### src/hdl/otq_pkg.sv
`timescale 1ns / 1ps
// ----------------------------------------------------------------------------
// otq_pkg
// Shared types, sizes and codes of the one-shot timer queue.
// ----------------------------------------------------------------------------
package otq_pkg;

  localparam int SLOTS       = 16;
  localparam int TIME_BITS   = 48;
  localparam int MAX_RESULTS = 16;
  localparam int IDX_BITS    = (SLOTS > 1) ? $clog2(SLOTS) : 1;
  localparam int CNT_BITS    = $clog2(MAX_RESULTS + 1);

  typedef logic [TIME_BITS-1:0] tstamp_t;
  typedef logic [IDX_BITS-1:0]  idx_t;

  localparam tstamp_t TIME_MAX = '1;

  // Request codes. The last code is unused and does nothing.
  localparam logic [1:0] REQ_TICK   = 2'd0;
  localparam logic [1:0] REQ_SCHED  = 2'd1;
  localparam logic [1:0] REQ_CANCEL = 2'd2;
  localparam logic [1:0] REQ_NOP    = 2'd3;

  // Result kinds.
  localparam logic [1:0] KIND_SCHED  = 2'd0;
  localparam logic [1:0] KIND_CANCEL = 2'd1;
  localparam logic [1:0] KIND_EXPIRE = 2'd2;

  // Result status codes.
  localparam logic [1:0] STAT_OK        = 2'd0;
  localparam logic [1:0] STAT_FULL      = 2'd1;
  localparam logic [1:0] STAT_NOT_FOUND = 2'd2;

  typedef struct packed {
    logic [1:0]  req_type;
    logic [31:0] delay_ms;
    logic [31:0] target_handle;
  } req_t;

  typedef struct packed {
    logic [1:0]  kind;
    logic [31:0] timer_handle;
    logic [1:0]  status;
    logic        last;
  } rsp_t;

  typedef enum logic [1:0] {
    OP_SCHED,
    OP_CANCEL,
    OP_EXPIRE
  } op_t;

  // Token that walks down the cell row, one cell per cycle.
  typedef struct packed {
    logic        active;
    op_t         op;
    logic        found;
    logic        kill;
    idx_t        kill_idx;
    tstamp_t     due;
    logic [31:0] handle;
    idx_t        idx;
  } carry_t;

  typedef enum logic {
    ST_IDLE,
    ST_WAVE
  } state_t;

endpackage

### src/hdl/otq_cell.sv
`timescale 1ns / 1ps
// ----------------------------------------------------------------------------
// otq_cell
// One timer slot: holds valid, due time and handle, and updates the token
// that passes through it on its way down the row.
// ----------------------------------------------------------------------------
module otq_cell
  import otq_pkg::*;
(
  input  logic    clk,
  input  logic    rst,
  input  idx_t    my_idx,
  input  tstamp_t now_ms,
  input  carry_t  carry_in,
  output carry_t  carry_out
);

  logic        valid;
  tstamp_t     due;
  logic [31:0] handle;

  logic        valid_next;
  tstamp_t     due_next;
  logic [31:0] handle_next;
  carry_t      carry_next;
  logic        kill_me;
  logic        valid_eff;
  logic        better;

  always_comb begin
    kill_me    = carry_in.active && carry_in.kill && (carry_in.kill_idx == my_idx);
    valid_eff  = valid && !kill_me;
    valid_next = carry_in.active ? valid_eff : valid;
    due_next   = due;
    handle_next = handle;
    carry_next = carry_in;
    // Strict compares keep the earlier (lower) slot on a full tie.
    better = !carry_in.found || (due < carry_in.due) ||
             ((due == carry_in.due) && (handle < carry_in.handle));
    if (carry_in.active) begin
      case (carry_in.op)
        OP_SCHED: begin
          if (!carry_in.found && !valid_eff) begin
            valid_next       = 1'b1;
            due_next         = carry_in.due;
            handle_next      = carry_in.handle;
            carry_next.found = 1'b1;
            carry_next.idx   = my_idx;
          end
        end
        OP_CANCEL: begin
          if (!carry_in.found && valid_eff && (handle == carry_in.handle)) begin
            valid_next       = 1'b0;
            carry_next.found = 1'b1;
            carry_next.idx   = my_idx;
          end
        end
        OP_EXPIRE: begin
          if (valid_eff && (due <= now_ms) && better) begin
            carry_next.found  = 1'b1;
            carry_next.due    = due;
            carry_next.handle = handle;
            carry_next.idx    = my_idx;
          end
        end
        default: ;
      endcase
    end
  end

  always_ff @(posedge clk) begin
    if (rst) begin
      valid     <= 1'b0;
      carry_out <= '0;
    end else begin
      valid     <= valid_next;
      carry_out <= carry_next;
    end
    due    <= due_next;
    handle <= handle_next;
  end

endmodule

### config.mk
export PLATFORM = sky130hd
export DESIGN_NAME = otq_cell
export DESIGN_NICKNAME = d
export VERILOG_FILES = /design/src/hdl/otq_pkg.sv /design/src/hdl/otq_cell.sv
export SDC_FILE = /design/constraint.sdc
export NUM_CORES = 1
export LEC_CHECK = 0
export BUFFER_PORTS_ARGS = -buffer_cell sky130_fd_sc_hd__buf_2
export CORE_MARGIN = 2
export CORE_UTILIZATION = 39
export DETAILED_ROUTE_END_ITERATION = 12
export PLACE_DENSITY = 0.71
export RECOVER_POWER = 50
export SLEW_MARGIN = 20
export SYNTH_ARGS = -nofsm -noshare
export SYNTH_HDL_FRONTEND = slang
export SYNTH_SLANG_ARGS = --single-unit
### constraint.sdc
create_clock -name clk -period 5.6 [get_ports clk]
set_input_delay 0.84 -clock clk [delete_from_list [all_inputs] [get_ports clk]]
set_output_delay 0.84 -clock clk [all_outputs]
set_load 0.01 [all_outputs]
=== Word level (Yosys, flattened, before mapping) ===
Index checks and enable logic that the tools add are counted.

* Register bits after elaboration: 174
* Input bits: 147
* Word-level logic and storage cells: 51

* Magnitude comparators: 3
* Equal/unequal tests: 5
* Muxes and demuxes: 16
* Reduce and logical (&&, ||, !) cells: 16

{| class="wikitable"
|+ Operators with widths
! kind !! number
|-
| 2-to-1 mux 84 bit || 2
|-
| 2-to-1 mux 80 bit || 1
|-
| equality test 48 bit || 1
|-
| less-or-equal comparator 48 bit || 1
|-
| less-than comparator 48 bit || 1
|-
| equality test 32 bit || 1
|-
| less-than comparator 32 bit || 1
|-
| case mux 4 bit (3 select lines) || 1
|-
| logical AND 1 bit || 9
|-
| 2-to-1 mux 1 bit || 8
|-
| 2-to-1 mux 4 bit || 2
|-
| equality test 4 bit || 1
|-
| zero test 1 bit || 3
|-
| case mux 1 bit (3 select lines) || 1
|-
| AND reduction 3 bit || 1
|-
| equality test 2 x 1 -> 1 bit (second input constant) || 1
|-
| equality test 2 bit (second input constant) || 1
|-
| zero test 2 bit || 1
|-
| logical OR 1 bit || 2
|-
| case mux 1 bit (2 select lines) || 1
|}

=== Depth between registers and ports, before layout ===
Gate-level depths: netlist of the first run.

* Depth after elaboration: 9
* Gate-level depth with buffers: 12
* Gate-level depth less buffers: 10

=== Worst setup path after synthesis of the first run ===
OpenSTA, ideal clock, no wires.

* Path type: input-to-reg
* From: input port carry_in[87] (netlist bit)
* To: register due[0] (enable)
* Library setup time: 519 ps
* Data arrival time: 5,158 ps
* Slack: -78 ps
* Cell stages on the path: 5
* Cell sequence: xnor2_1 > nand2_1 > o41ai_1 > nand3_1 > nor2_1

* Cells in the longest elaborated chain, start to end: 7

{| class="wikitable"
|+ Ends and longest elaborated chain
! item !! RTL line !! source
|-
| start: declaration || otq_cell.sv:14 || <nowiki>input carry_t carry_in,</nowiki>
|-
| equality test 4 bit || otq_cell.sv:31 || <nowiki>kill_me = carry_in.active && carry_in.kill && (carry_in.kill_idx == my_idx);</nowiki>
|-
| logical AND 1 bit || otq_cell.sv:31 ||
|-
| zero test 1 bit || otq_cell.sv:32 || <nowiki>valid_eff = valid && !kill_me;</nowiki>
|-
| logical AND 1 bit || otq_cell.sv:32 ||
|-
| zero test 1 bit || otq_cell.sv:43 || <nowiki>if (!carry_in.found && !valid_eff) begin</nowiki>
|-
| logical AND 1 bit || otq_cell.sv:43 ||
|-
| AND reduction 3 bit (no source line) || -- ||
|-
| end signal: assignment || otq_cell.sv:79 || <nowiki>due <= due_next;</nowiki>
|-
| end: declaration || otq_cell.sv:19 || <nowiki>tstamp_t due;</nowiki>
|}

No other way between the ends.
A chain may end at the register's enable or synchronous reset.

=== Worst setup path after layout of the first run ===
* From: input port carry_in[79] (netlist bit)
* To: register carry_out[11] (netlist bit)

* Cells in the longest elaborated chain, start to end: 7
* Elaborated cells between the ends (all ways): 9
* Those cells by class: order compare (1); eq/ne (1); mux (3); reduce/logical (4)

{| class="wikitable"
|+ Ends and longest elaborated chain
! item !! RTL line !! source
|-
| less-than comparator 48 bit / equality test 48 bit (equally long branches) || otq_cell.sv:38, otq_cell.sv:39 ||
|-
| logical OR 1 bit / logical AND 1 bit (equally long branches) || otq_cell.sv:38, otq_cell.sv:39 ||
|-
| logical OR 1 bit * || otq_cell.sv:38 || <nowiki>better = !carry_in.found || (due < carry_in.due) ||</nowiki>
|-
| logical AND 1 bit * || otq_cell.sv:59 || <nowiki>if (valid_eff && (due <= now_ms) && better) begin</nowiki>
|-
| 2-to-1 mux 84 bit * || otq_cell.sv:59 ||
|-
| 2-to-1 mux 80 bit * || otq_cell.sv:41 || <nowiki>case (carry_in.op)</nowiki>
|-
| 2-to-1 mux 84 bit * || otq_cell.sv:40 || <nowiki>if (carry_in.active) begin</nowiki>
|-
| end signal: assignment || otq_cell.sv:77 || <nowiki>carry_out <= carry_next;</nowiki>
|-
| end: declaration || otq_cell.sv:15 || <nowiki>output carry_t carry_out</nowiki>
|}

Every way passes the cells marked *; elsewhere a longest branch is shown, timed or not.

==> results of run 1 <==
kinds of logic after synthesis:
| family | count (synthesis) | share of synthesized area |
|---|---|---|
| DFF | 174 | 0.4323 |
| xor gates and xnor gates | 4 | 0.003536 |
| and+or+nand+nor | 289 | 0.1813 |
| adders and majority gates | 132 | 0.1666 |
| buffers and inverters | 197 | 0.08029 |
| AOI/OAI and AO/OA | 203 | 0.1360 |
cell type report:
class	count	area [um^2]
clock inverter	11	87.58
fill	2455	13320
timing repair buffer	248	1091
antenna	3	7.507
tap	330	412.9
sequential	174	4284
clock buffer	21	440.4
inverter	143	536.8
multi-input combinational	628	4857
registers in the layout (all words and copies together) (netlist names):
register,count
carry_out,93
due,48
handle,32
valid,1
cells in the final DEF, fill, tap and decap left out, types with 6 or more instances in the layout:
master,netlist,layout
clkbuf_16,0,17
nor2_1,17,16
buf_2,3,91
nand2_1,33,33
inv_1,143,142
a21oi_1,61,61
edfxtp_1,80,80
o21ai_0,26,26
buf_4,0,8
nand3_1,17,16
nand4_1,26,26
a21o_1,6,6
dfxtp_1,94,94
nand2b_1,82,82
nor2b_1,11,11
clkbuf_1,44,151
ha_1,132,132
or4_1,80,80
o31ai_1,81,81
worst max-delay path, delay by kind of cell:
family / cells / cell delay [ps]
adders and majority gates: 1 / 300
buffers and inverters: 4 / 830
and+or+nand+nor: 5 / 2070
AOI/OAI and AO/OA: 3 / 630
power by group through the flow:
stage,Sequential [mW],Combinational [mW],Clock [mW]
after global placement,1.42,0.373,0
after CTS,1.40,0.383,1.12
after floorplan,1.44,0.201,0
after global routing,1.40,0.413,1.17
after detailed placement,1.42,0.380,0
final,1.40,0.366,1.10
per-layer routing:
layer / routed length [um] / part of all wire / vias up
met2: 12880 / 0.48 / 252
li1: - / - / 4081
met4: 884 / 0.033 / 0
met1: 11640 / 0.43 / 3866
met5: 0 / 0 / -
met3: 1497 / 0.056 / 44
stage by stage:
stage,area [um^2],hold slack (ps),power (mW),instances
floorplan,9913,475.8,1.641,999
global placement,11370,498.8,1.797,1523
detailed placement,11370,521.3,1.805,1523
CTS,11900,532.3,2.899,1555
global route,11720,562.8,2.981,1557
finish,11720,524.0,2.863,1558
worst paths after layout:
kind / cells after the start / start / to
hold reg to reg: 2 / valid / valid
hold / removal: 2 / valid / valid
setup reg to reg: 11 / due[42] / carry_out[11]
setup / recovery: 13 / carry_in[79] / carry_out[11]
==> flow_metrics.tcl, run 1 <==
set metrics [dict create \
    status "complete, but fails checks" \
    violations "capacitance limit, slew limit" \
    rows 58 \
    dr.first_iter.drc_count 687 \
    fmax_ghz 0.2258 \
    worstPathCellList "clkbuf_1 > inv_1 > ha_1 > nand4_1 > nor4_1 > buf_4 > nand3_1 > or4_4 > o41ai_4 > a21oi_4 > buf_4 > or4_1 > o31ai_1" \
    start_kind "input pin" \
    die_w_um 163.4 \
    num_vias 8243 \
    gp_routability_congestion 0.8188 \
    cts_htree_levels 4 \
    hold_viol_final 0 \
    clkTransAtPathRegs_ps 70 \
    p_int_mw 2.096 \
    critPathSlowestCell "nor4_1" \
    wl_per_cell_um 17.27 \
    r2r_setup_slack_ps 1310 \
    synth-seq-cells 174 \
    cts_made_buffers 17 \
    timing.final.crit_share 0.7907 \
    grt_max_degree 108 \
    p_clk_frac 0.384 \
    synthToLayoutAreaGrowth_pct 18.23 \
    met1_usage 0.2513 \
    synth_top_area_frac 0.2424 \
    slowest_delay_ps 670 \
    grt_use_met2 0.3343 \
    cts_resized 0 \
    ys_warn_count 0 \
    setup_ws_ps 1172 \
    grt.total_usage 0.1996 \
    synth_cells 999 \
    final-setup-viol-count 0 \
    antenna_found_initial 3 \
    synth_seq_area_share 0.4323 \
    tightest_slew_ps 2547 \
    ys.flop_type "dfxtp_1" \
    grt_pass1_vias 7983 \
    min_period_ps 4428 \
    grt_pass1_wl_um 41380 \
    synth_area_leader_cell "edfxtp_1" \
    p_sw_uw 767.0 \
    drtAntennaViolNets 0 \
    synth_common_cells "inv_1 (143), ha_1 (132), dfxtp_1 (94), nand2b_1 (82), o31ai_1 (81)" \
    vias_per_cell 5.291 \
    min_path_type "reg2reg" \
    worstPathMaxFanout 51 \
    setup_tns_ps 0 \
    dr.pass1.iters 7 \
    finalClockSkew_ps 13.01 \
    die_h_um 163.4 \
    async_flop_share 0 \
    portBuffers 239 \
    synth_fp_nets 1278 \
    grt_use_met3 0.03860 \
    ctsHoldBuffers 0 \
    drive_gt1_frac 0.1102 \
    cp.required_ps 5920 \
    cp_common_cell "buf_4" \
    clockBufferDepth 2 \
    rsz0062_at_grt "no" \
    core_um2 25040 \
    synth.most_common_cell "inv_1" \
    comb_power_share 0.128 \
    clock_sinks 174 \
    cts_tree "done" \
    grt_busiest_layer "met2" \
    avgSynthCellArea_um2 9.921 \
    ir_worst_vdd_mv 0.1546 \
    initial_utilization 0.3959 \
    arrival_ps 4750 \
    p_leak_nw 4.959 \
    fin_nets 1491 \
    overflow 0 \
    timing.max_cap.violations 1 \
    cts_setup_buffers 0 \
    end_kind "flip-flop" \
    postLayoutCoreUtil 0.4680 \
    synthTopCellsByArea "edfxtp_1 (24%), dfxtp_1 (19%), ha_1 (17%), o31ai_1 (6.1%), or4_1 (6.1%)" \
    critical_path_class "in2reg" \
    synth-edff-count 80 \
    dp_slack_ps 840.5 \
    ys_types 47 \
    io_pins 240 \
    clk_latency_ps 430 \
    drc 0 \
    syn-cell-area_um2 9911 \
    seq_power_share 0.488 \
    slew_viol_final 66 \
    p_per_area_nw_per_um2 244.3 \
    slew_headroom -0.6977 \
    p_sw_frac 0.2679 \
    dieArea_um2 26700 \
    drt_wl_total_um 26910 \
    hpwl_um 19850 \
    root_buffer "clkbuf_16" \
]
Note: power is estimated with default switching activity, not from simulation.
==> inputs of run 2 (changes only) <==
--- a/config.mk
+++ b/config.mk
@@ -5,11 +5,12 @@
 export SDC_FILE = /design/constraint.sdc
 export NUM_CORES = 1
 export LEC_CHECK = 0
+export ABC_AREA = 1
 export BUFFER_PORTS_ARGS = -buffer_cell sky130_fd_sc_hd__buf_2
 export CORE_MARGIN = 2
 export CORE_UTILIZATION = 39
 export DETAILED_ROUTE_END_ITERATION = 12
-export PLACE_DENSITY = 0.71
+export PLACE_DENSITY = 0.69
 export RECOVER_POWER = 50
 export SLEW_MARGIN = 20
 export SYNTH_ARGS = -nofsm -noshare
==> constraint.sdc (replaced) <==
create_clock -name clk -period 4.5 [get_ports clk]
set_input_delay 0.675 -clock clk [delete_from_list [all_inputs] [get_ports clk]]
set_output_delay 0.675 -clock clk [all_outputs]
set_load 0.01 [all_outputs]
==> flow_metrics.tcl, run 2 <==
set metrics [dict create \
    status "finished clean" \
    whs_ps 429.8 \
    grt_pass1_wl_um 39050 \
    overflow 0 \
    cts_tree "done" \
    ctsHoldBuffers 0 \
    p_leak_nw 5.996 \
    gp_routability_congestion 0.8818 \
    vias_per_cell 4.634 \
    synth-edff-count 80 \
    final-setup-viol-count 0 \
    drive_gt1_frac 0.1058 \
    grt_max_degree 85 \
    dp_slack_ps 977.7 \
    drc 0 \
    tightest_slew_ps 796.4 \
    cts_htree_levels 4 \
    setup_tns_ps 0 \
    min_path_type "in2reg" \
    ir_worst_vdd_mv 0.1887 \
    synth-seq-cells 174 \
    ys.flop_type "dfxtp_1" \
    num_vias 8170 \
    cp_common_cell "nand2_1" \
    async_flop_share 0 \
    io_pins 240 \
    dr.pass1.iters 4 \
    layout_common_cells "nand2_1 (313), nor2_1 (205), inv_1 (175), ha_1 (132), clkbuf_1 (130)" \
    final_common_cell "nand2_1" \
    critPathSlowestCell "buf_4" \
    largest_reg_flops 93 \
    crit_family "simple AND/OR/NAND/NOR gates" \
    top_regs "carry_out (93), due (48), handle (32)" \
    portBuffers 239 \
    clk_latency_ps 430 \
    rsz0062_at_grt "no" \
    fin_nets 1702 \
    worstPathMaxFanout 76 \
    clock_sinks 174 \
    ys_types 30 \
    dr.first_iter.drc_count 368 \
    antenna_found_initial 4 \
    fin_cells 1763 \
    crit_buf_inv 1 \
    drt_wl_total_um 24350 \
    arrival_ps 3420 \
    synth.most_common_cell "nand2_1" \
    wl_per_cell_um 13.81 \
    synth_cells 1186 \
    timing.final.crit_share 0.6907 \
    p_per_area_nw_per_um2 324.4 \
    die_w_um 160.7 \
    ys_warn_count 0 \
    slew_viol_final 0 \
    regMostFlops "carry_out" \
    syn-cell-area_um2 9579 \
    hold_viol_final 0 \
    setup_ws_ps 1392 \
    slew_headroom 0.4691 \
    critical_path_class "reg2reg" \
    hpwl_um 18590 \
    synth_fp_nets 1465 \
    root_buffer "clkbuf_16" \
    path_depth 13 \
    cts_setup_buffers 0 \
    fmax_ghz 0.3217 \
    synth_top_area_frac 0.2508 \
    n_fill_cell 2444 \
    initial_utilization 0.3950 \
    start_kind "flip-flop" \
    grt_pass1_vias 7952 \
    rows 57 \
    reg2reg_depth 13 \
    clkTransAtPathRegs_ps 80 \
    grt.total_usage 0.1909 \
    hold_depth 1 \
    end_kind "flip-flop" \
    drtAntennaViolNets 0 \
    synth_area_leader_cell "edfxtp_1" \
    finalClockSkew_ps 14.69 \
    synthTopCellsByArea "edfxtp_1 (25%), dfxtp_1 (20%), ha_1 (17%), nand2_1 (12%), nor2_1 (8.0%)" \
    worstPathCellList "ha_1 > nand2_1 > nor2_1 > nand4_1 > nor2_1 > nand2_1 > nand3_1 > nand3_2 > nand4_4 > buf_4 > nand2_1 > nand2_1 > nor2_1" \
    synthToLayoutAreaGrowth_pct 20.92 \
    clockBufferDepth 2 \
    min_period_ps 3108 \
    avgSynthCellArea_um2 8.077 \
    core_um2 24250 \
    cts_resized 0 \
    cts_made_buffers 17 \
    dieArea_um2 25830 \
    slowest_delay_ps 600 \
    die_h_um 160.7 \
    cp.required_ps 4820 \
    synth_common_cells "nand2_1 (313), nor2_1 (205), inv_1 (176), ha_1 (132), dfxtp_1 (94)" \
    synth_seq_area_share 0.4472 \
    place_inst 1728 \
    timing.max_cap.violations 0 \
]
-- run 2: path summary, 6_finish.rpt --
| path | startpoint | endpoint | slack [ps] |
|---|---|---|---|
| min | carry_in[81] | due[45] | 430 |
| max reg2reg | due[47] | carry_out[10] | 1390 |
| max | due[47] | carry_out[10] | 1390 |
| min reg2reg | handle[1] | carry_out[5] | 510 |
-- run 2: final cells by class --
class                      count  area [um^2]  share of cell area
timing repair buffer         245         1092             0.09430
clock buffer                  20        456.7             0.03943
multi-input combinational    809         4518              0.3900
sequential                   174         4284              0.3698
clock inverter                12        158.9             0.01372
inverter                     176        660.6             0.05703
tap                          324        405.4             0.03500
antenna                        3        7.507           0.0006481
-- run 2: layer usage --
layer | GRT usage | share of wire | vias to the layer above | wire, um
met5 | 0 | 0.00086 | - | 21
li1 | - | - | 4244 | -
met2 | 0.3141 | 0.45 | 222 | 11050
met1 | 0.2489 | 0.46 | 3678 | 11320
met3 | 0.05346 | 0.068 | 22 | 1647
met4 | 0.04789 | 0.013 | 4 | 312
-- run 2: metrics by stage --
stage / instance area, um^2 / util / power [mW]
detailed placement: 11120 / 0.4587 / 2.236
CTS: 11740 / 0.4841 / 3.820
global placement: 11120 / 0.4587 / 2.225
global route: 11580 / 0.4775 / 3.932
floorplan: 9590 / - / 2.036
finish: 11580 / 0.4777 / 3.758
-- run 2: logic make-up (layout without fill, tap and decap cells) --
| logic type | Yosys count | count (layout) | share of synthesized area |
|---|---|---|---|
| adder cells (fa/ha/maj) | 132 | 132 | 0.1724 |
| flip-flops | 174 | 174 | 0.4472 |
| XOR/XNOR | 2 | 2 | 0.001829 |
| AO/OA/AOI/OAI | 106 | 106 | 0.06152 |
| buffers and inverters | 203 | 453 | 0.08229 |
| other | 0 | 3 | 0 |
| AND/OR/NAND/NOR | 569 | 569 | 0.2347 |
-- run 2: where the power goes --
part	switching [mW]	leakage (nW)	total (mW)	internal, mW
clock	0.665	0.293	1.58	0.911
combinational	0.273	4.19	0.446	0.173
sequential	0.0227	1.51	1.74	1.71
