--- src/hdl/otq_pkg.sv ---
`timescale 1ns / 1ps
// ----------------------------------------------------------------------------
// otq_pkg
// Shared types, sizes and codes of the one-shot timer queue.
// ----------------------------------------------------------------------------
package otq_pkg;

  localparam int SLOTS       = 16;
  localparam int TIME_BITS   = 48;
  localparam int MAX_RESULTS = 16;
  localparam int IDX_BITS    = (SLOTS > 1) ? $clog2(SLOTS) : 1;
  localparam int CNT_BITS    = $clog2(MAX_RESULTS + 1);

  typedef logic [TIME_BITS-1:0] tstamp_t;
  typedef logic [IDX_BITS-1:0]  idx_t;

  localparam tstamp_t TIME_MAX = '1;

  // Request codes. The last code is unused and does nothing.
  localparam logic [1:0] REQ_TICK   = 2'd0;
  localparam logic [1:0] REQ_SCHED  = 2'd1;
  localparam logic [1:0] REQ_CANCEL = 2'd2;
  localparam logic [1:0] REQ_NOP    = 2'd3;

  // Result kinds.
  localparam logic [1:0] KIND_SCHED  = 2'd0;
  localparam logic [1:0] KIND_CANCEL = 2'd1;
  localparam logic [1:0] KIND_EXPIRE = 2'd2;

  // Result status codes.
  localparam logic [1:0] STAT_OK        = 2'd0;
  localparam logic [1:0] STAT_FULL      = 2'd1;
  localparam logic [1:0] STAT_NOT_FOUND = 2'd2;

  typedef struct packed {
    logic [1:0]  req_type;
    logic [31:0] delay_ms;
    logic [31:0] target_handle;
  } req_t;

  typedef struct packed {
    logic [1:0]  kind;
    logic [31:0] timer_handle;
    logic [1:0]  status;
    logic        last;
  } rsp_t;

  typedef enum logic [1:0] {
    OP_SCHED,
    OP_CANCEL,
    OP_EXPIRE
  } op_t;

  // Token that walks down the cell row, one cell per cycle.
  typedef struct packed {
    logic        active;
    op_t         op;
    logic        found;
    logic        kill;
    idx_t        kill_idx;
    tstamp_t     due;
    logic [31:0] handle;
    idx_t        idx;
  } carry_t;

  typedef enum logic {
    ST_IDLE,
    ST_WAVE
  } state_t;

endpackage

--- src/hdl/otq_ctrl.sv ---
`timescale 1ns / 1ps
// ----------------------------------------------------------------------------
// otq_ctrl
// Request sequencer: keeps the clock and handle counter, launches tokens
// into the cell row and turns returning tokens into results.
// ----------------------------------------------------------------------------
module otq_ctrl
  import otq_pkg::*;
(
  input  logic    clk,
  input  logic    rst,
  input  logic    start,
  input  req_t    request,
  output logic    busy,
  output logic    strobe,
  output rsp_t    result,
  output tstamp_t now_ms,
  output carry_t  launch,
  input  carry_t  carry_ret
);

  state_t               state, state_next;
  logic [31:0]          next_id, id_next;
  tstamp_t              now_next;
  logic [CNT_BITS-1:0]  cnt, cnt_next;
  logic [31:0]          held, held_next;
  logic                 have_held, have_held_next;
  carry_t               launch_next;
  logic                 strobe_next;
  rsp_t                 result_next;
  op_t                  op, op_next;

  logic [TIME_BITS:0]   tick_sum;
  logic [TIME_BITS:0]   sched_sum;
  logic [31:0]          id_plus;

  assign busy = (state != ST_IDLE);

  always_comb begin
    tick_sum  = {1'b0, now_ms} + {{TIME_BITS{1'b0}}, 1'b1};
    sched_sum = {1'b0, now_ms} + {{(TIME_BITS + 1 - 32){1'b0}}, request.delay_ms};
    id_plus   = next_id + 32'd1;
  end

  always_comb begin
    state_next     = state;
    id_next        = next_id;
    now_next       = now_ms;
    cnt_next       = cnt;
    held_next      = held;
    have_held_next = have_held;
    op_next        = op;
    launch_next    = '0;
    strobe_next    = 1'b0;
    result_next    = result;

    unique case (state)
      ST_IDLE: begin
        if (start) begin
          unique case (request.req_type)
            REQ_TICK: begin
              now_next           = tick_sum[TIME_BITS] ? TIME_MAX : tick_sum[TIME_BITS-1:0];
              cnt_next           = '0;
              have_held_next     = 1'b0;
              op_next            = OP_EXPIRE;
              launch_next.active = 1'b1;
              launch_next.op     = OP_EXPIRE;
              state_next         = ST_WAVE;
            end
            REQ_SCHED: begin
              op_next            = OP_SCHED;
              launch_next.active = 1'b1;
              launch_next.op     = OP_SCHED;
              launch_next.due    = sched_sum[TIME_BITS] ? TIME_MAX
                                                        : sched_sum[TIME_BITS-1:0];
              launch_next.handle = next_id;
              state_next         = ST_WAVE;
            end
            REQ_CANCEL: begin
              op_next            = OP_CANCEL;
              launch_next.active = 1'b1;
              launch_next.op     = OP_CANCEL;
              launch_next.handle = request.target_handle;
              state_next         = ST_WAVE;
            end
            default: ;
          endcase
        end
      end
      ST_WAVE: begin
        if (carry_ret.active) begin
          unique case (op)
            OP_SCHED: begin
              strobe_next              = 1'b1;
              result_next.kind         = KIND_SCHED;
              result_next.timer_handle = carry_ret.found ? carry_ret.handle : 32'd0;
              result_next.status       = carry_ret.found ? STAT_OK : STAT_FULL;
              result_next.last         = 1'b1;
              if (carry_ret.found) begin
                id_next = (id_plus == 32'd0) ? 32'd1 : id_plus;
              end
              state_next = ST_IDLE;
            end
            OP_CANCEL: begin
              strobe_next              = 1'b1;
              result_next.kind         = KIND_CANCEL;
              result_next.timer_handle = carry_ret.found ? carry_ret.handle : 32'd0;
              result_next.status       = carry_ret.found ? STAT_OK : STAT_NOT_FOUND;
              result_next.last         = 1'b1;
              state_next               = ST_IDLE;
            end
            default: begin
              // An expiry is held back until the next pass shows whether it
              // is the final one. Each new pass frees the slot just found.
              result_next.kind         = KIND_EXPIRE;
              result_next.timer_handle = held;
              result_next.status       = STAT_OK;
              strobe_next              = have_held;
              if (carry_ret.found && (cnt < CNT_BITS'(MAX_RESULTS))) begin
                result_next.last     = 1'b0;
                held_next            = carry_ret.handle;
                have_held_next       = 1'b1;
                cnt_next             = cnt + 1'b1;
                launch_next.active   = 1'b1;
                launch_next.op       = OP_EXPIRE;
                launch_next.kill     = 1'b1;
                launch_next.kill_idx = carry_ret.idx;
              end else begin
                result_next.last = 1'b1;
                have_held_next   = 1'b0;
                state_next       = ST_IDLE;
              end
            end
          endcase
        end
      end
      default: state_next = ST_IDLE;
    endcase
  end

  always_ff @(posedge clk) begin
    if (rst) begin
      state     <= ST_IDLE;
      next_id   <= 32'd1;
      now_ms    <= '0;
      cnt       <= '0;
      have_held <= 1'b0;
      op        <= OP_SCHED;
      launch    <= '0;
      strobe    <= 1'b0;
    end else begin
      state     <= state_next;
      next_id   <= id_next;
      now_ms    <= now_next;
      cnt       <= cnt_next;
      have_held <= have_held_next;
      op        <= op_next;
      launch    <= launch_next;
      strobe    <= strobe_next;
    end
    held   <= held_next;
    result <= result_next;
  end

  a_strobe_after_busy: assert property (@(posedge clk) disable iff (rst)
    strobe |-> $past(busy))
    else $error("result strobe without a transaction in progress");

  a_cnt_bound: assert property (@(posedge clk) disable iff (rst)
    cnt <= CNT_BITS'(MAX_RESULTS))
    else $error("expiry count beyond limit");

  a_sched_handle: assert property (@(posedge clk) disable iff (rst)
    (strobe && result.kind == KIND_SCHED && result.status == STAT_OK)
      |-> (result.timer_handle != 32'd0))
    else $error("schedule reply with handle zero");

  a_next_id_nonzero: assert property (@(posedge clk) disable iff (rst)
    next_id != 32'd0)
    else $error("handle counter reached zero");

endmodule

--- config.mk ---
export PLATFORM = sky130hd
export DESIGN_NAME = otq_ctrl
export DESIGN_NICKNAME = d
export VERILOG_FILES = /design/src/hdl/otq_pkg.sv /design/src/hdl/otq_ctrl.sv
export SDC_FILE = /design/constraint.sdc
export NUM_CORES = 1
export LEC_CHECK = 0
export BUFFER_PORTS_ARGS = -buffer_cell sky130_fd_sc_hd__clkbuf_2
export CAP_MARGIN = 20
export CORE_AREA = 3 3 172 174
export CTS_CLUSTER_SIZE = 40
export DETAILED_ROUTE_END_ITERATION = 10
export DIE_AREA = 0 0 175 177
export GPL_TIMING_DRIVEN = 0
export PLACE_DENSITY = 0.65
export SLEW_MARGIN = 10
export SYNTH_ARGS = -nofsm -noshare
export SYNTH_HDL_FRONTEND = slang
export SYNTH_SLANG_ARGS = --single-unit
export TNS_END_PERCENT = 1
--- constraint.sdc ---
create_clock -name clk -period 9.68 [get_ports clk]
set_input_delay 0.968 -clock clk [delete_from_list [all_inputs] [get_ports clk]]
set_output_delay 0.968 -clock clk [all_outputs]
set_load 0.01 [all_outputs]
Word-level counts from Yosys, hierarchy flattened:

Cells that the tools add are included.

* word-level logic and storage cells: 93
* register bits: 252
* output and inout port bits: 180
* input port bits: 162

* add/sub/neg operators: 4
* $lt $le $gt $ge: 1
* reduce and logical (&&, ||, !) cells: 19
* mux-type cells: 35
* equal/unequal tests: 8
* bitwise logic cells: 6

Operators with widths (number)
* $mux 48: 2
* $pmux 37 s2: 1
* $mux 32: 2
* $pmux 32 s2: 1
* $add 48x1->49 const B: 1
* $add 48x32->49: 1
* $add 32x1->32 const B: 1
* $logic_not 32->1: 1
* $mux 5: 6
* $mux 1: 12
* $mux 3: 4
* $reduce_and 4->1: 3
* $pmux 5 s2: 1
* $pmux 3 s3: 1
* $reduce_or 3->1: 3
* $ne 2x2->1 const B: 3
* $not 1->1: 6
* $pmux 2 s3: 1
* $pmux 3 s2: 1
* $reduce_and 3->1: 2
* $reduce_or 6->1: 1
* $add 5x1->5 const B: 1
* $lt 5x5->1 const B: 1
* $reduce_and 5->1: 1
* 12 further kinds: 16

Longest topological paths before layout:

Gate-level depths: netlist (run 1).

* word-level depth: 6
* gate-level depth with buffers: 14
* gate-level depth less buffers: 12

Worst setup path before layout (run 1):

OpenSTA, ideal clock, no wires.

* path type: input-to-reg
* start point: in request[32] (netlist bit)
* end point: reg launch[44] (netlist bit)
* buffers on the path: 3
* required time: 9548 ps
* data arrival time: 3839 ps
* slack: 5709 ps
* stages: 14
* path through: ha_1 > fa_1 > a21o_1 > a21oi_1 > o21ai_2 > a2111oi_2 > o21ai_2 > a31oi_1 > o41a_1 > or4_1 > buf_2 > buf_6 > buf_6 > a21oi_1

* cells in the longest elaborated chain, start to end: 2

Ends and longest elaborated chain
* start, declared: RTL line otq_ctrl.sv:13 `input req_t request,`
* $add 48x32->49: RTL line otq_ctrl.sv:41 `sched_sum = {1'b0, now_ms} + {{(TIME_BITS + 1 - 32){1'b0}}, request.delay_ms};`
* $mux 48: RTL line otq_ctrl.sv:74 `launch_next.due = sched_sum[TIME_BITS] ? TIME_MAX`
* end signal, assigned: RTL line otq_ctrl.sv:158 `launch <= launch_next;`
* end, declared: RTL line otq_ctrl.sv:18 `output carry_t launch,`

No other way between the ends.
A chain may end at the register's enable or synchronous reset.

Worst setup path after layout (run 1):

* start point: in request[32] (netlist bit)
* end point: reg launch[67] (netlist bit)

The elaborated chain is that of the path after synthesis.

==> flow_metrics.py, run 1 <==
metrics = {
    "synth": {
        "ys.flop_type": "dfxtp_1",
        "synth-adder-area-share": 0.04635,
        "ys_seq_elements": 247,
        "synth_area_per_cell_um2": 9.679,
        "syn_inst": 1188,
        "ys_types": 71,
        "ys_seq_area_frac": 0.4901,
        "synthMuxAreaShare": 0.002612,
        "async_reset_ff_frac": 0,
        "synth_enable_flop_cells": 69,
        "synth-simple-area-share": 0.1609,
        "synthXorXnorAreaFrac": 0.08760,
        "yosys_warnings": 0,
        "synth_top_family_by_area": "compound AO/OA/AOI/OAI gates",
        "synth_area_um2": 11500,
        "synth-compound-area-share": 0.1753,
    },
    "timing": {
        "clock_skew_ps": 13.18,
        "min_period_ps": 4369,
        "setup_viol": 0,
        "hold_viol": 0,
        "layout_setup_ws_ps": 5311,
        "worst_pin_slew_ps": 819.8,
        "rsz0062_at_grt": "false",
        "slew_violations": 0,
        "worst_slew_margin_rel": 0.4523,
        "finalCritPeriodShare": 0.4513,
        "fin_hold_ws_ps": 473.9,
        "fmax_mhz": 228.9,
        "setup_tns_ps": 0,
    },
    "detailed_routing": {
        "via_count": 9922,
        "firstDrtPassIters": 5,
        "routed_wl_um": 32290,
        "ant_nets": 0,
        "drt_iter0_markers": 620,
        "vias_per_cell": 5.222,
        "routedWlPerCell_um": 16.99,
        "drc": 0,
    },
    "placement": {
        "io_buffers": 280,
        "dpl_cell_area_um2": 13390,
        "gp_congestion": 0.9136,
        "dp_hpwl_um": 24340,
        "pre_cts_ws_ps": 4797,
    },
    "outcome": {
        "status": "finished, final reports clean",
    },
    "hold_path": {
        "hp-class": "reg -> reg",
        "holdPathEnd": "cnt[1]",
        "whs_path_depth": 2,
        "worstHoldStart": "cnt[1]",
    },
    "critical_path": {
        "rr_startpoint": "now_ms[0]",
        "worst-path-buf-inv": 4,
        "start_kind": "primary input",
        "worstSetupEndpointType": "register",
        "max_stage_delay_ps": 660,
        "r2r_end": "launch[67]",
        "arrival_ps": 4760,
        "required_ps": 10070,
        "r2r_cells": 14,
        "crit_fanout": 10,
        "worst-r2r-setup-slack_ps": 5420,
        "setup.worst_path.class": "in -> reg",
        "critPathTopFamily": "compound AO/OA/AOI/OAI gates",
        "cpMaxStageDelayCell": "a2111oi_2",
        "crit_cells": 15,
        "path_cells": "clkbuf_2 > ha_1 > fa_1 > a21o_1 > a21oi_1 > o21ai_2 > a2111oi_2 > o21ai_2 > a31oi_1 > o41a_1 > or4_1 > buf_2 > buf_6 > buf_6 > a21oi_1",
    },
    "final_layout": {
        "fill_cells": 2659,
        "drive_above_1_share": 0.2424,
        "post-route-cell-area_um2": 14300,
        "antenna_cells": 0,
        "nets": 1706,
        "area_delta_synth_final_pct": 24.36,
    },
    "power": {
        "intPower_uw": 1759,
        "p_seq_frac": 0.479,
        "power.share.switching": 0.2216,
        "vdd_ir_drop_max_uv": 92.42,
        "finalPower_uw": 2260,
        "p_sw_uw": 501.0,
        "pwr-share-clk": 0.461,
        "power_density_nw_per_um2": 158.1,
        "p_comb_frac": 0.060,
        "leakage_uw": 0.005926,
    },
    "clock_network": {
        "clock_sinks": 247,
        "cts.path.max_buffers": 3,
        "cts_setup_buffers": 0,
        "cts.clk_slew.worst_paths_ps": 60,
        "cts_tree": "yes",
        "post_cts_resized": 0,
        "htreeDepth": 1,
        "cts_buffers": 27,
        "clk_latency_ps": 530,
        "root_buffer": "clkbuf_16",
        "cts-hold-fix-buffers": 0,
    },
    "floorplan": {
        "die-area_um2": 30980,
        "rows": 61,
        "die_h_um": 177,
        "core_region_area_um2": 27930,
        "start_util": 0.4116,
        "ios": 342,
        "fp.dieW_um": 175,
    },
    "job": {
        "drv_cap": 0,
    },
    "grt": {
        "first_global_vias": 9200,
        "antenna_found_initial": 0,
        "track_usage": 0.1985,
        "overflow": 0,
        "grt_max_degree": 40,
        "grt_pass1_wl_um": 50090,
    },
}
state kept, by name, indices dropped and copies added, names as in the netlist:
signal / flops
strobe: 1
held: 32
cnt: 5
launch: 88
next_id: 32
op: 2
result: 37
now_ms: 48
have_held: 1
busy: 1
placed cells by master, fill, tap and decap left out, types with 5 or more instances in the layout:
master and count:
a21o_1 15, a21oi_1 135, a22o_1 31, a22oi_1 32, a311oi_2 5, a31oi_1 7
and2_1 11, and3_1 30, and4_1 10, buf_2 10, buf_4 5, clkbuf_1 64
clkbuf_16 27, clkbuf_2 281, clkbuf_8 8, conb_1 5, dfxtp_1 178, edfxtp_1 69
ha_1 41, inv_1 21, nand2_1 79, nand3_1 48, nand4_1 22, nor2_1 117
nor2b_1 8, nor3_1 22, o21ai_0 20, o21bai_1 6, o31ai_1 6, or2_2 6
or3_1 10, xnor2_1 47, xor2_1 68
power by group through the flow:
stage | clock network [uW] | logic [uW] | registers, uW
4_1_cts | 1070 | 136 | 1080
5_1_grt | 1110 | 150 | 1080
2_1_floorplan | 0 | 71.3 | 1110
6_report | 1040 | 136 | 1080
3_3_place_gp | 0 | 134 | 1100
3_5_place_dp | 0 | 135 | 1100
final cells by class:
class | instances | area (um^2) | area share
buffer | 75 | 336.6 | 0.02354
timing repair buffer | 281 | 1409 | 0.09852
clock buffer | 43 | 815.8 | 0.05705
sequential | 247 | 5635 | 0.3941
tap | 378 | 473.0 | 0.03307
inverter | 23 | 86.33 | 0.006037
clock inverter | 6 | 88.84 | 0.006212
multi-input combinational | 847 | 5455 | 0.3815
layer usage:
metal / vias to the layer above / track usage / share of wire
met2: 336 / 0.3128 / 0.44
met4: 0 / 0.04987 / 0.023
met1: 4627 / 0.2821 / 0.47
met3: 42 / 0.03797 / 0.068
li1: 4917 / - / -
met5: - / 0 / 0
worst max path at each step:
stage / startpoint / endpoint / slack, ps
3_5_place_dp: request[32] / launch[41] / 4800
5_1_grt: request[32] / launch[69] / 5040
3_3_place_gp: request[32] / launch[68] / 4810
6_report: request[32] / launch[67] / 5310
2_1_floorplan: request[32] / launch[44] / 5710
4_1_cts: request[32] / launch[70] / 5350
synth_stat cells, types with 6 or more instances:
master,number,area [um^2]
o21bai_1,6,45.04
o31ai_1,6,45.04
nand3_1,48,240.2
nand2_1,79,296.5
a22oi_1,32,240.2
a31oi_1,7,43.79
a22o_1,31,271.5
edfxtp_1,69,2072
inv_1,23,86.33
nand4_1,22,137.6
xnor2_1,47,411.6
xor2_1,68,595.6
ha_1,41,513.0
buf_2,10,50.05
or3_1,10,62.56
nor2b_1,8,50.05
or2_2,6,37.54
and2_1,11,68.82
a21oi_1,135,675.7
nor2_1,117,439.2
nor3_1,22,110.1
dfxtp_1,178,3563
o21ai_0,20,100.1
a21o_1,15,112.6
and3_1,30,187.7
clkbuf_1,56,210.2
and4_1,10,87.58
through the flow:
step,instances,util
global placement,1850,0.4793
CTS,1899,0.5116
global route,1900,0.5119
finish,1900,0.5119
detailed placement,1850,0.4793
floorplan,1192,-
tightest hold or removal path: stages, from the launching register on:
cell,delay [ps]
dfxtp_1,320
nand2_1,60
a21oi_1,50
logic make-up (layout without fill, tap and decap cells):
logic type | count (synthesis) | after routing
buffers and inverters | 98 | 428
multiplexers | 3 | 3
AND/OR/NAND/NOR | 380 | 380
XOR/XNOR | 115 | 115
adder cells (fa/ha/maj) | 42 | 42
AO/OA/AOI/OAI | 302 | 302
flip-flops | 247 | 247
other | 1 | 5
Power figures use the tool's default switching activity.
==> run 2: changes to the inputs <==
Settings changed: ABC_AREA set to 1, CORE_AREA 3 3 172 174 to 3 3 187 189, DIE_AREA 0 0 175 177 to 0 0 190 192, PLACE_DENSITY 0.65 to not set.
Clock period 9.68 ns to 4.1 ns, I/O delays scaled along.
==> flow_metrics.py, run 2 <==
metrics = {
    "final_layout": {
        "fill_cells": 3385,
        "nets": 2360,
        "largestRegisters": "launch x88, now_ms x48, result x37",
        "final_common_cell": "nand2_1",
        "top_register": "launch",
        "area_delta_synth_final_pct": 22.15,
        "largest_reg_flops": 88,
        "layout_common_cells": "nand2_1 (536), clkbuf_2 (280), inv_1 (195)",
        "antenna_cells": 0,
        "seq_area_um2": 5635,
        "multi_input_area_um2": 6944,
        "drive_above_1_share": 0.2048,
    },
    "floorplan": {
        "die_h_um": 192,
        "fp.dieW_um": 190,
        "rows": 67,
        "die-area_um2": 36480,
        "ios": 342,
        "core_region_area_um2": 33450,
        "start_util": 0.4067,
    },
    "critical_path": {
        "setup.worst_path.class": "reg -> reg",
        "required_ps": 4530,
        "start_kind": "register",
        "crit_fanout": 10,
        "arrival_ps": 3380,
        "worstSetupEndpointType": "register",
    },
    "grt": {
        "grt_pass1_wl_um": 69670,
        "first_global_vias": 12614,
        "track_usage": 0.2414,
        "antenna_found_initial": 0,
        "overflow": 0,
        "grt_max_degree": 39,
        "use_met1": 0.3273,
        "gr-usage-met3": 0.03504,
        "busiest_layer": "met2",
        "grt_util_met2": 0.3987,
    },
    "clock_network": {
        "cts.path.max_buffers": 3,
        "cts_tree": "yes",
        "clk_latency_ps": 580,
        "post_cts_resized": 0,
        "cts.clk_slew.worst_paths_ps": 60,
        "htreeDepth": 1,
        "root_buffer": "clkbuf_16",
        "clock_sinks": 247,
        "cts_buffers": 28,
    },
    "timing": {
        "rsz0062_at_grt": "false",
        "clock_skew_ps": 36.94,
        "hold_viol": 0,
        "setup_tns_ps": 0,
        "setup_viol": 0,
        "worst_slew_margin_rel": 0.4505,
        "slew_violations": 0,
        "min_period_ps": 2941,
        "fmax_mhz": 340.1,
        "fin_hold_ws_ps": 31.44,
        "finalCritPeriodShare": 0.7173,
        "worst_pin_slew_ps": 824.3,
    },
    "placement": {
        "gp_congestion": 0.9652,
        "dp_hpwl_um": 36140,
        "io_buffers": 280,
    },
    "detailed_routing": {
        "firstDrtPassIters": 4,
        "via_count": 13155,
        "vias_per_cell": 5.010,
        "drc": 0,
        "drt_iter0_markers": 769,
        "routed_wl_um": 45480,
        "routedWlPerCell_um": 17.32,
        "ant_nets": 0,
    },
    "synth": {
        "synth_top_area_frac": 0.2619,
        "async_reset_ff_frac": 0,
        "synth_enable_flop_cells": 69,
        "synth_area_per_cell_um2": 7.402,
        "yosysMostFrequentCell": "nand2_1",
        "ys_seq_elements": 247,
        "ys_seq_area_frac": 0.4142,
        "synth_area_leader_cell": "dfxtp_1",
        "ys_types": 53,
        "yosys_warnings": 0,
        "synthTopCellsByArea": "dfxtp_1 (26%), edfxtp_1 (15%), nand2_1 (15%)",
        "syn_inst": 1838,
        "synth_area_um2": 13600,
        "ys.flop_type": "dfxtp_1",
        "synth_common_cells": "nand2_1 (536), inv_1 (196), nor2_1 (191), dfxtp_1 (178), a21oi_1 (134)",
    },
    "power": {
        "power_density_nw_per_um2": 332.9,
        "vdd_ir_drop_max_uv": 254.0,
        "leakage_uw": 0.007386,
    },
    "hold_path": {
        "hp-class": "in -> reg",
    },
    "outcome": {
        "status": "finished, final reports clean",
    },
    "job": {
        "drv_cap": 0,
    },
}
-- run 2: cell count changes in the layout (fill, tap and decap cells not counted), moves of 33 or more --
cell	before	now
nor2_1	117	190
o21ai_0	20	65
nand2_1	79	536
nand3_1	48	81
inv_1	21	195
-- run 2: stage by stage --
| step | instance area [um^2] | power (uW) | setup slack, ps | cells | util |
|---|---|---|---|---|---|
| floorplan | 13620 | 2800 | 1238 | 1842 | - |
| global placement | 15580 | 2948 | 135.1 | 2570 | 0.4658 |
| finish | 16620 | 5532 | 1159 | 2626 | 0.4968 |
| CTS | 16620 | 5594 | 1298 | 2626 | 0.4968 |
| global route | 16620 | 5736 | 1153 | 2626 | 0.4968 |
| detailed placement | 15620 | 2950 | 1222 | 2571 | 0.4669 |
-- run 2: kinds of logic (layout without fill, tap and decap cells) --
logic type / count (synthesis) / in the layout / synth area share
XOR/XNOR: 57 / 57 / 0.03670
AO/OA/AOI/OAI: 292 / 292 / 0.1300
other: 1 / 5 / 0.0002756
adder cells (fa/ha/maj): 42 / 42 / 0.03918
flip-flops: 247 / 247 / 0.4142
buffers and inverters: 261 / 597 / 0.07698
AND/OR/NAND/NOR: 938 / 938 / 0.3027
-- run 2: path summary, 6_finish.rpt --
kind / from / to / slack, ps / depth (start not counted)
max: now_ms[31] / launch[67] / 1160 / 11
min: carry_ret[21] / held[17] / 30 / 1
max reg2reg: now_ms[31] / launch[67] / 1160 / 11
min reg2reg: have_held / strobe / 480 / 2
-- run 2: what timing repair did --
| action | 4_1_cts | 5_1_grt |
|---|---|---|
| setup buffers | 0 | 0 |
| hold buffers | 3 | 0 |
| endpoints found under the hold margin | 3 | 0 |
-- run 2: area by class of cell --
cell class	instances	area share
sequential	247	0.3391
buffer	52	0.01551
timing repair buffer	284	0.08779
clock inverter	18	0.01310
inverter	209	0.04751
multi-input combinational	1334	0.4179
clock buffer	34	0.04533
tap	448	0.03373
-- run 2: critical path: stages, from the launching register on --
cell     delay (ps)
dfxtp_1         510
ha_1            400
a21o_1          240
a31oi_1         380
o21ai_1         150
a21oi_1         340
o21ai_4         170
inv_4           180
buf_6           200
nand3_2          70
nand2_1         100
inv_1            60
-- run 2: report_power, final --
part           switching, uW  total (uW)  internal (uW)
logic                    218         345            127
clock network           1070        2630           1560
registers               12.1        2560           2540
-- run 2: routing by layer --
metal | vias to the layer above | wire (um)
li1 | 6624 | -
met4 | 0 | 1327
met3 | 70 | 2895
met2 | 423 | 20470
met1 | 6038 | 20790
met5 | - | 0
